===== config.mk =====
export PLATFORM = sky130hd
export DESIGN_NAME = ctc_channel_clock
export DESIGN_NICKNAME = d
export VERILOG_FILES = /design/src/hw/rtl/ctc_pkg.sv /design/src/hw/rtl/ctc_chan_step.sv /design/src/hw/rtl/ctc_channel_clock.sv
export SDC_FILE = /design/constraint.sdc
export NUM_CORES = 1
export LEC_CHECK = 0
export BUFFER_PORTS_ARGS = -buffer_cell sky130_fd_sc_hd__buf_2
export CORE_ASPECT_RATIO = 2
export CORE_MARGIN = 4
export CORE_UTILIZATION = 30
export DETAILED_ROUTE_END_ITERATION = 10
export PLACE_DENSITY = 0.46
export REMOVE_ABC_BUFFERS = 1
export SLEW_MARGIN = 40
export SYNTH_ARGS = -nofsm -noshare
export SYNTH_HDL_FRONTEND = slang
export SYNTH_SLANG_ARGS = --single-unit

===== constraint.sdc =====
create_clock -name clk -period 7.5 [get_ports clk]
set_input_delay 1.125 -clock clk [delete_from_list [all_inputs] [get_ports clk]]
set_output_delay 1.125 -clock clk [all_outputs]
set_load 0.05 [all_outputs]

===== src/hw/rtl/ctc_pkg.sv =====
package ctc_pkg;

  // Run machine of one channel
  typedef enum logic [1:0] {
    RS_RESET     = 2'd0,
    RS_WAIT_TC   = 2'd1,
    RS_WAIT_TRIG = 2'd2,
    RS_RUN       = 2'd3
  } run_t;

  // Control word bits (data byte bits 7..2)
  localparam int CW_TC_FOLLOWS = 0;
  localparam int CW_TRIG_START = 1;
  localparam int CW_RISING     = 2;
  localparam int CW_PRE256     = 3;
  localparam int CW_COUNTER    = 4;
  localparam int CW_INT_EN     = 5;

  // Data byte bits while a control word is written
  localparam int DB_CONTROL    = 0;
  localparam int DB_SOFT_RESET = 1;
  localparam int DB_TC_FOLLOWS = 2;
  localparam int DB_RISING     = 4;

  localparam int TDATA_W = 16;

  typedef struct packed {
    run_t       run_state;
    logic [5:0] control_word;
    logic [7:0] time_constant;
    logic [7:0] prescaler;
    logic [7:0] down_counter;
    logic       counter_was_zero;
    logic       strobe_prev;
    logic       trigger_prev;
  } chan_state_t;

  typedef struct packed {
    logic       write_strobe;
    logic [7:0] write_data;
    logic       trigger_level;
    logic       int_enable_write;
    logic       int_enable_value;
  } item_t;

  typedef struct packed {
    logic       zero_count_pulse;
    logic [7:0] counter_value;
    logic       interrupt_enabled;
    logic       expecting_constant;
  } result_t;

endpackage


===== src/hw/rtl/ctc_chan_step.sv =====
module ctc_chan_step (
  input  ctc_pkg::chan_state_t cur,
  input  ctc_pkg::item_t       item,
  output ctc_pkg::chan_state_t nxt,
  output ctc_pkg::result_t     res
);
  import ctc_pkg::*;

  logic [5:0] cw;
  logic [7:0] data;
  logic       wr_edge;
  logic       tc_expected;
  logic       wr_tc;
  logic       wr_cw;
  logic       soft_reset_word;
  logic       edge_change;
  logic       trig_edge;
  logic       in_reset;
  logic       pre_tick;
  logic       count_en;
  logic       cnt_zero;
  logic       zc;
  run_t       nst;

  always_comb begin
    cw   = cur.control_word;
    data = item.write_data;

    wr_edge         = item.write_strobe && !cur.strobe_prev;
    tc_expected     = cw[CW_TC_FOLLOWS] && (cur.run_state != RS_RESET);
    wr_tc           = wr_edge && tc_expected;
    wr_cw           = wr_edge && !tc_expected && data[DB_CONTROL];
    soft_reset_word = wr_cw && data[DB_SOFT_RESET];
    edge_change     = wr_cw && (data[DB_RISING] != cw[CW_RISING]);

    // a change of the active edge counts as an edge itself
    if (cw[CW_RISING]) begin
      trig_edge = (item.trigger_level && !cur.trigger_prev) || edge_change;
    end else begin
      trig_edge = (cur.trigger_prev && !item.trigger_level) || edge_change;
    end

    in_reset = (cur.run_state != RS_RUN);
    if (cw[CW_PRE256]) begin
      pre_tick = (cur.prescaler == 8'hff);
    end else begin
      pre_tick = (cur.prescaler[3:0] == 4'hf);
    end
    count_en = cw[CW_COUNTER] ? trig_edge : pre_tick;
    cnt_zero = (cur.down_counter == 8'd0);
    zc       = cnt_zero && !cur.counter_was_zero && (cur.run_state == RS_RUN);

    if (soft_reset_word) begin
      nst = data[DB_TC_FOLLOWS] ? RS_WAIT_TC : RS_RESET;
    end else begin
      case (cur.run_state)
        RS_RESET:     nst = (wr_cw && data[DB_TC_FOLLOWS]) ? RS_WAIT_TC : RS_RESET;
        RS_WAIT_TC:   nst = wr_tc ? RS_WAIT_TRIG : RS_WAIT_TC;
        RS_WAIT_TRIG: nst = (!cw[CW_COUNTER] && cw[CW_TRIG_START] && !trig_edge)
                            ? RS_WAIT_TRIG : RS_RUN;
        RS_RUN:       nst = RS_RUN;
        default:      nst = RS_RESET;
      endcase
    end

    nxt                  = cur;
    nxt.run_state        = nst;
    nxt.strobe_prev      = item.write_strobe;
    nxt.trigger_prev     = item.trigger_level;
    nxt.counter_was_zero = cnt_zero;
    nxt.prescaler        = in_reset ? 8'd0 : cur.prescaler + 8'd1;

    // reload on zero count or while not running
    if (in_reset || zc) begin
      nxt.down_counter = cur.time_constant;
    end else if (count_en) begin
      nxt.down_counter = cur.down_counter - 8'd1;
    end

    // control word write beats tc-follows clear beats interrupt enable write
    if (wr_cw) begin
      nxt.control_word = data[7:2];
    end else if (wr_tc) begin
      nxt.control_word = cw & 6'h3e;
    end else if (item.int_enable_write) begin
      nxt.control_word = cw;
      nxt.control_word[CW_INT_EN] = item.int_enable_value;
    end

    if (wr_tc) begin
      nxt.time_constant = data;
    end

    res.zero_count_pulse   = zc;
    res.counter_value      = nxt.down_counter;
    res.interrupt_enabled  = nxt.control_word[CW_INT_EN];
    res.expecting_constant = nxt.control_word[CW_TC_FOLLOWS] && (nst != RS_RESET);
  end

endmodule


===== src/hw/rtl/ctc_channel_clock.sv =====
// Counter/timer block with NUM_CHANNELS independent channels. Each input item is one
// peripheral clock for the channel named in s_tuser; it returns one result item with
// the zero-count pulse, the counter after that clock, the interrupt enable bit and the
// time-constant-expected flag. One item is taken every cycle while the output is not
// stalled, to any mix of channels; it is held in the input register, and its result is
// registered into the output register and presented once the output is not
// stalled. The rate is set by the per-channel state flops, which are read, stepped and written
// back in the same cycle, so an item sees the effect of the item just before it.
// Channel numbers at or beyond NUM_CHANNELS wrap modulo NUM_CHANNELS.
module ctc_channel_clock #(
  parameter int NUM_CHANNELS = 4
) (
  input  logic        clk,
  input  logic        rst,
  input  logic        s_tvalid,
  output logic        s_tready,
  // write_strobe[0], write_data[8:1], trigger_level[9], int_enable_write[10],
  // int_enable_value[11], zero[15:12]
  input  logic [15:0] s_tdata,
  // channel_select[1:0]
  input  logic [1:0]  s_tuser,
  output logic        m_tvalid,
  input  logic        m_tready,
  // zero_count_pulse[0], counter_value[8:1], interrupt_enabled[9],
  // expecting_constant[10], zero[15:11]
  output logic [15:0] m_tdata
);
  import ctc_pkg::*;

  localparam int CH_W = (NUM_CHANNELS > 1) ? $clog2(NUM_CHANNELS) : 1;

  chan_state_t       chan [NUM_CHANNELS];
  logic              in_valid;
  item_t             in_item;
  logic [CH_W-1:0]   in_idx;
  logic [CH_W-1:0]   s_idx;
  logic [3:0]        s_wrap;
  chan_state_t       cur;
  chan_state_t       nxt;
  result_t           res;
  logic              advance;
  logic              fire;

  // wrap the channel number by repeated compare and subtract
  always_comb begin
    s_wrap = {2'b00, s_tuser};
    for (int k = 0; k < 3; k++) begin
      if (s_wrap >= 4'(NUM_CHANNELS)) begin
        s_wrap = s_wrap - 4'(NUM_CHANNELS);
      end
    end
  end

  assign s_idx    = s_wrap[CH_W-1:0];
  assign advance  = !m_tvalid || m_tready;
  assign fire     = in_valid && advance;
  assign s_tready = !in_valid || advance;
  assign cur      = chan[in_idx];

  ctc_chan_step u_step (
    .cur  (cur),
    .item (in_item),
    .nxt  (nxt),
    .res  (res)
  );

  always_ff @(posedge clk) begin
    if (rst) begin
      in_valid <= 1'b0;
      m_tvalid <= 1'b0;
      for (int i = 0; i < NUM_CHANNELS; i++) begin
        chan[i] <= '0;
      end
    end else begin
      if (s_tready) begin
        in_valid <= s_tvalid;
      end
      if (advance) begin
        m_tvalid <= in_valid;
      end
      if (fire) begin
        chan[in_idx] <= nxt;
      end
    end
  end

  always_ff @(posedge clk) begin
    if (s_tvalid && s_tready) begin
      in_idx                   <= s_idx;
      in_item.write_strobe     <= s_tdata[0];
      in_item.write_data       <= s_tdata[8:1];
      in_item.trigger_level    <= s_tdata[9];
      in_item.int_enable_write <= s_tdata[10];
      in_item.int_enable_value <= s_tdata[11];
    end
    if (fire) begin
      m_tdata <= {5'b0, res.expecting_constant, res.interrupt_enabled,
                  res.counter_value, res.zero_count_pulse};
    end
  end

`ifndef SYNTH
  a_stall_cause: assert property (@(posedge clk) disable iff (rst)
    !s_tready |-> (in_valid && m_tvalid && !m_tready))
    else $error("input stalled without a blocked output");

  a_hold_item: assert property (@(posedge clk) disable iff (rst)
    (in_valid && !advance) |=> (in_valid && $stable(in_item) && $stable(in_idx)))
    else $error("held item changed while output stalled");

  a_reset_empty: assert property (@(posedge clk)
    rst |=> (!in_valid && !m_tvalid))
    else $error("pipeline not empty after reset");
`endif

endmodule


* Yosys cells after proc, flatten, opt, wreduce, memory -nomap -nowiden
Memory sizes are Yosys's and may differ from the RTL's. A register that Yosys moved wholly into a read port is not among the register bits.
Cells that the tools add are included.
** Cells by class
- Add/subtract/negate cells :: 2
- Equality and inequality tests :: 7
- Multiplexer cells :: 25
- Reductions and logical operators :: 36
** Operators with widths (count)
- $mux W35 :: 1
- $reduce_or A35 Y1 :: 1
- $mux W8 :: 4
- $mux W6 :: 3
- $logic_and A1 B1 Y1 :: 17
- $mux W1 :: 12
- $logic_not A1 Y1 :: 9
- $add A8 B1 Y8 const B :: 1
- $eq A8 B8 Y1 const B :: 1
- $logic_not A8 Y1 :: 1
- $mux W2 :: 4
- $pmux W2 S4 :: 1
- $sub A8 B1 Y8 const B :: 1
- $logic_or A1 B1 Y1 :: 5
- $eq A2 B2 Y1 const B :: 2
- $eq A4 B4 Y1 const B :: 1
- $reduce_bool A2 Y1 :: 2
- $eq A2 B1 Y1 const B :: 1
- $logic_not A2 Y1 :: 1
- $ne A2 B2 Y1 const B :: 1
- $ne A1 B1 Y1 :: 1
** Storage, ports and cells
- Output and inout bits :: 18
- Bits in writable memories :: 140
- Register bits after elaboration :: 27
- Bits of input ports :: 22
- Memories kept :: 1
** Memories
- chan :: words 4, bits a word 35, read ports 1, clocked after memory_dff 1, write ports 4, RTL line ctc_channel_clock.sv:32 : chan_state_t chan [NUM_CHANNELS];

* Depth between registers and ports, before layout
- Depth in word-level cells :: 15
- Mapped depth :: 12
- Mapped depth without buffers :: 8

* Modules after synthesis
From an unflattened synthesis, not the netlist that was laid out.
** Second synthesis, totals
- Cell total of the unflattened synthesis :: 579
- Area, all modules :: 9017.4 sq um
** By module, submodules not included
- ctc_channel_clock :: times used 1, area an instance 8012.7 sq um, cells each 428
- ctc_chan_step :: times used 1, area an instance 1004.7 sq um, cells each 151

* Least setup slack after synthesis
OpenSTA, ideal clock, no wires.
- Kind :: input-to-reg
- From :: in m_tready
- To :: mem chan[0][0] in the netlist's numbering, enable pin
- Stages on the path :: 6
- Slack :: 3.742 ns
- Arrival :: 3.361 ns
- Buffers on the path :: 1
- Setup time :: 0.398 ns
- Cell sequence :: nor2b_1 -> nor2b_1 -> nand2b_1 -> or3_1 -> clkbuf_1 -> nand2b_1
** RTL lines
- start: declaration :: RTL line ctc_channel_clock.sv:23 : input logic m_tready,
- end: declaration :: RTL line ctc_channel_clock.sv:32

==> reports/results.txt <==
Post-Synth XOR/XNOR Area: 0.882%
Clock Sinks: 169
GP Congestion: 0.834
clock buffer depth: 2
mux cell area share after synthesis: 11.6%
Congestion Overflow GR: 0
Pleak: 3.21 nW
Wirelength per Cell: 20.7 µm
Post-Synth Simple-Gate Area: 15.0%
top cells by count, synth: edfxtp_1 (165), nor2_1 (85), nand2_1 (49), nor3_1 (37), mux4_2 (32)
Starting Density: 30.4%
total CTS buffers: 17
Die Span X: 123 µm
core area: 26200 µm²
Ports: 40
# diodes: 0
Hold Path Class: flop to flop
Adder-Cell Fraction of Synth Area: 0.472%
# port buffers: 30
Post-CTS Resized: 0
Setup crit start kind: input port
hold bufs inserted after CTS: 0
DRC: 0
final wirelength: 20000 µm
Post-synth EDFFs: 165
DP Wirelength: 13200 µm
count of cell types in the netlist: 61
vias per std cell: 4.91
count leader, synth: edfxtp_1
Seq/Total Area, Yosys: 63.4%
area grow syn2layout: 13.6%
Tot GR Track Use: 14.5%
Reg clk slew, reported paths: 0.06 ns
vias in the first global route: 5127
Max Cap Viol: 0
Synth area leader: edfxtp_1
RSZ-0062 raised after global routing: false
final setup fails: 0
largest net degree at the start of global routing: 40
FP Rows: 84
ANT nets after route: 0
initial antenna violation count: 0
Compound-Gate Fraction of Synth Area: 5.27%
share of layout cells above drive strength 1: 22.7%
FF+latch count, synth: 169
drt pass-1 iters: 4
Sequential Area: 5040 µm²
setup TNS: 0 ns
PwrDens: 241 nW/µm²
CP required: 7.59 ns
Fmax: 271 MHz
share of the synthesized area in the top cell type: 62.3%
H-tree levels: 4
starting DRC count in detailed routing: 357
peak supply drop: 0.154 mV
Avg Synthesized Cell Area: 13.9 µm²
Final Hold Viols: 0
fin crit share: 49.3%
Primary FF master, synth: edfxtp_1
Tot Pwr: 0.00218 W
first-pass GRT wire length: 30800 µm
via count: 4736
worst slew pin tran: 0.768 ns
run status: finished clean
CTS root buf: clkbuf_16
min cycle time layout: 3.69 ns
Syn. warnings: 0
critical path class: input port to flop
die area: 29300 µm²
pins over their slew limit: 0
top cells by area, synth: edfxtp_1 (62%), mux4_2 (9.1%), nor2_1 (4.0%), nor3_1 (2.3%), nand2_1 (2.3%)
worst skew pair latency: 0.43 ns
Max FO, Critical Path: 22
NumNets Final: 634
Chip Height: 238 µm
Slew HR: 48.6%
post-synthesis instance area: 7950 µm²
Critical Path AT: 3.78 ns
Filler cells: 2500
gate count of the mapped netlist: 573
largest family of logic cells by synthesized area: simple AND/OR/NAND/NOR gates
CTS tree: done
endpoint class of the critical path: flop
ys async rst share: 0%
Setup Fix Bufs, Post-CTS: 0
clk_skew: 0.00704 ns
area of the multi-input gates: 2690 µm²
==> path summary, 6_finish.rpt <==
| kind | startpoint | end | slack [ns] | cells past startpoint |
|---|---|---|---|---|
| worst min-delay path | in_valid | m_tvalid | 0.53 | 2 |
| worst min register to register | in_valid | m_tvalid | 0.53 | 2 |
| worst max register to register | flop | m_tdata[6] | 3.88 | 7 |
| worst max-delay path | m_tready | chan[1][29] | 3.81 | 8 |
==> sequential cells by signal, summed over array words and instances, names as in the netlist, named ones only <==
signal	flops
in_idx	2
chan	140
m_tdata	11
in_valid	1
in_item	12
m_tvalid	1
==> cell type report <==
cell class	count	share of cell area [%]
Multi-Input combinational cell	351	29.7
Clock buffer	20	4.84
Inverter	26	1.08
Tap cell	344	4.77
Timing Repair Buffer	44	2.83
Sequential cell	169	55.8
Clock inverter	11	0.915
==> metrics by stage <==
step	instance area, µm²	instances	hold WS [ns]	setup slack, ns	utilization [%]
finish	9030	965	0.526	3.81	34.5
global route	9030	965	0.563	3.57	34.5
detailed placement	8510	934	0.521	3.21	32.5
floorplan	7790	546	0.478	2.80	-
CTS	9020	965	0.537	3.53	34.5
global placement	8500	934	0.496	2.79	32.5
==> logic make-up (layout without fill, tap and decap cells) <==
kind of cell	count (synthesis)	count (layout)
AND/OR/NAND/NOR	237	237
multiplexers	48	48
XOR/XNOR	8	8
AO/OA/AOI/OAI	50	50
other	1	5
buffers and inverters	57	101
flip-flops	169	169
adder cells (fa/ha/maj)	3	3
==> cells in the final DEF (no fill, tap or decap), types with 4 or more instances in the layout <==
cell | netlist | layout
a211oi_2 | 4 | 4
a21oi_1 | 16 | 16
a311oi_1 | 4 | 4
a31oi_1 | 6 | 6
and2_1 | 7 | 7
and3_1 | 5 | 5
and3b_1 | 4 | 4
buf_2 | 5 | 30
buf_4 | 6 | 14
clkbuf_16 | 0 | 17
clkinv_1 | 0 | 5
conb_1 | 1 | 5
edfxtp_1 | 165 | 165
inv_1 | 26 | 26
mux2_2 | 7 | 7
mux2i_1 | 7 | 7
mux4_2 | 32 | 32
nand2_1 | 49 | 49
nand3_1 | 4 | 4
nor2_1 | 85 | 85
nor2b_1 | 7 | 6
nor3_1 | 37 | 36
nor3b_1 | 9 | 8
o21ai_0 | 4 | 4
or2_2 | 7 | 7
xnor2_1 | 5 | 5
==> routing by layer <==
metal  GRT usage (%)  share of wire (%)  vias up
met5               0                  0        -
met4            5.65                2.2        0
met3            2.66                2.9       27
met2            28.3                 59      100
met1            14.6                 35     2396
li1                -                  -     2213
==> where the power goes <==
group          switching [W]  internal [W]  total (W)
clock               0.000346      0.000447   0.000793
combinational       0.000183     0.0000936   0.000277
sequential         0.0000212       0.00109    0.00111
==> worst max-delay path: stages <==
cell and delay (ns):
buf_2 0.08, nor2b_1 0.06, nor2b_1 0.11, buf_4 0.27
nor2b_4 0.55, nand2_1 0.54, nand2b_2 0.56, buf_4 0.46
Power figures use the tool's default switching activity.
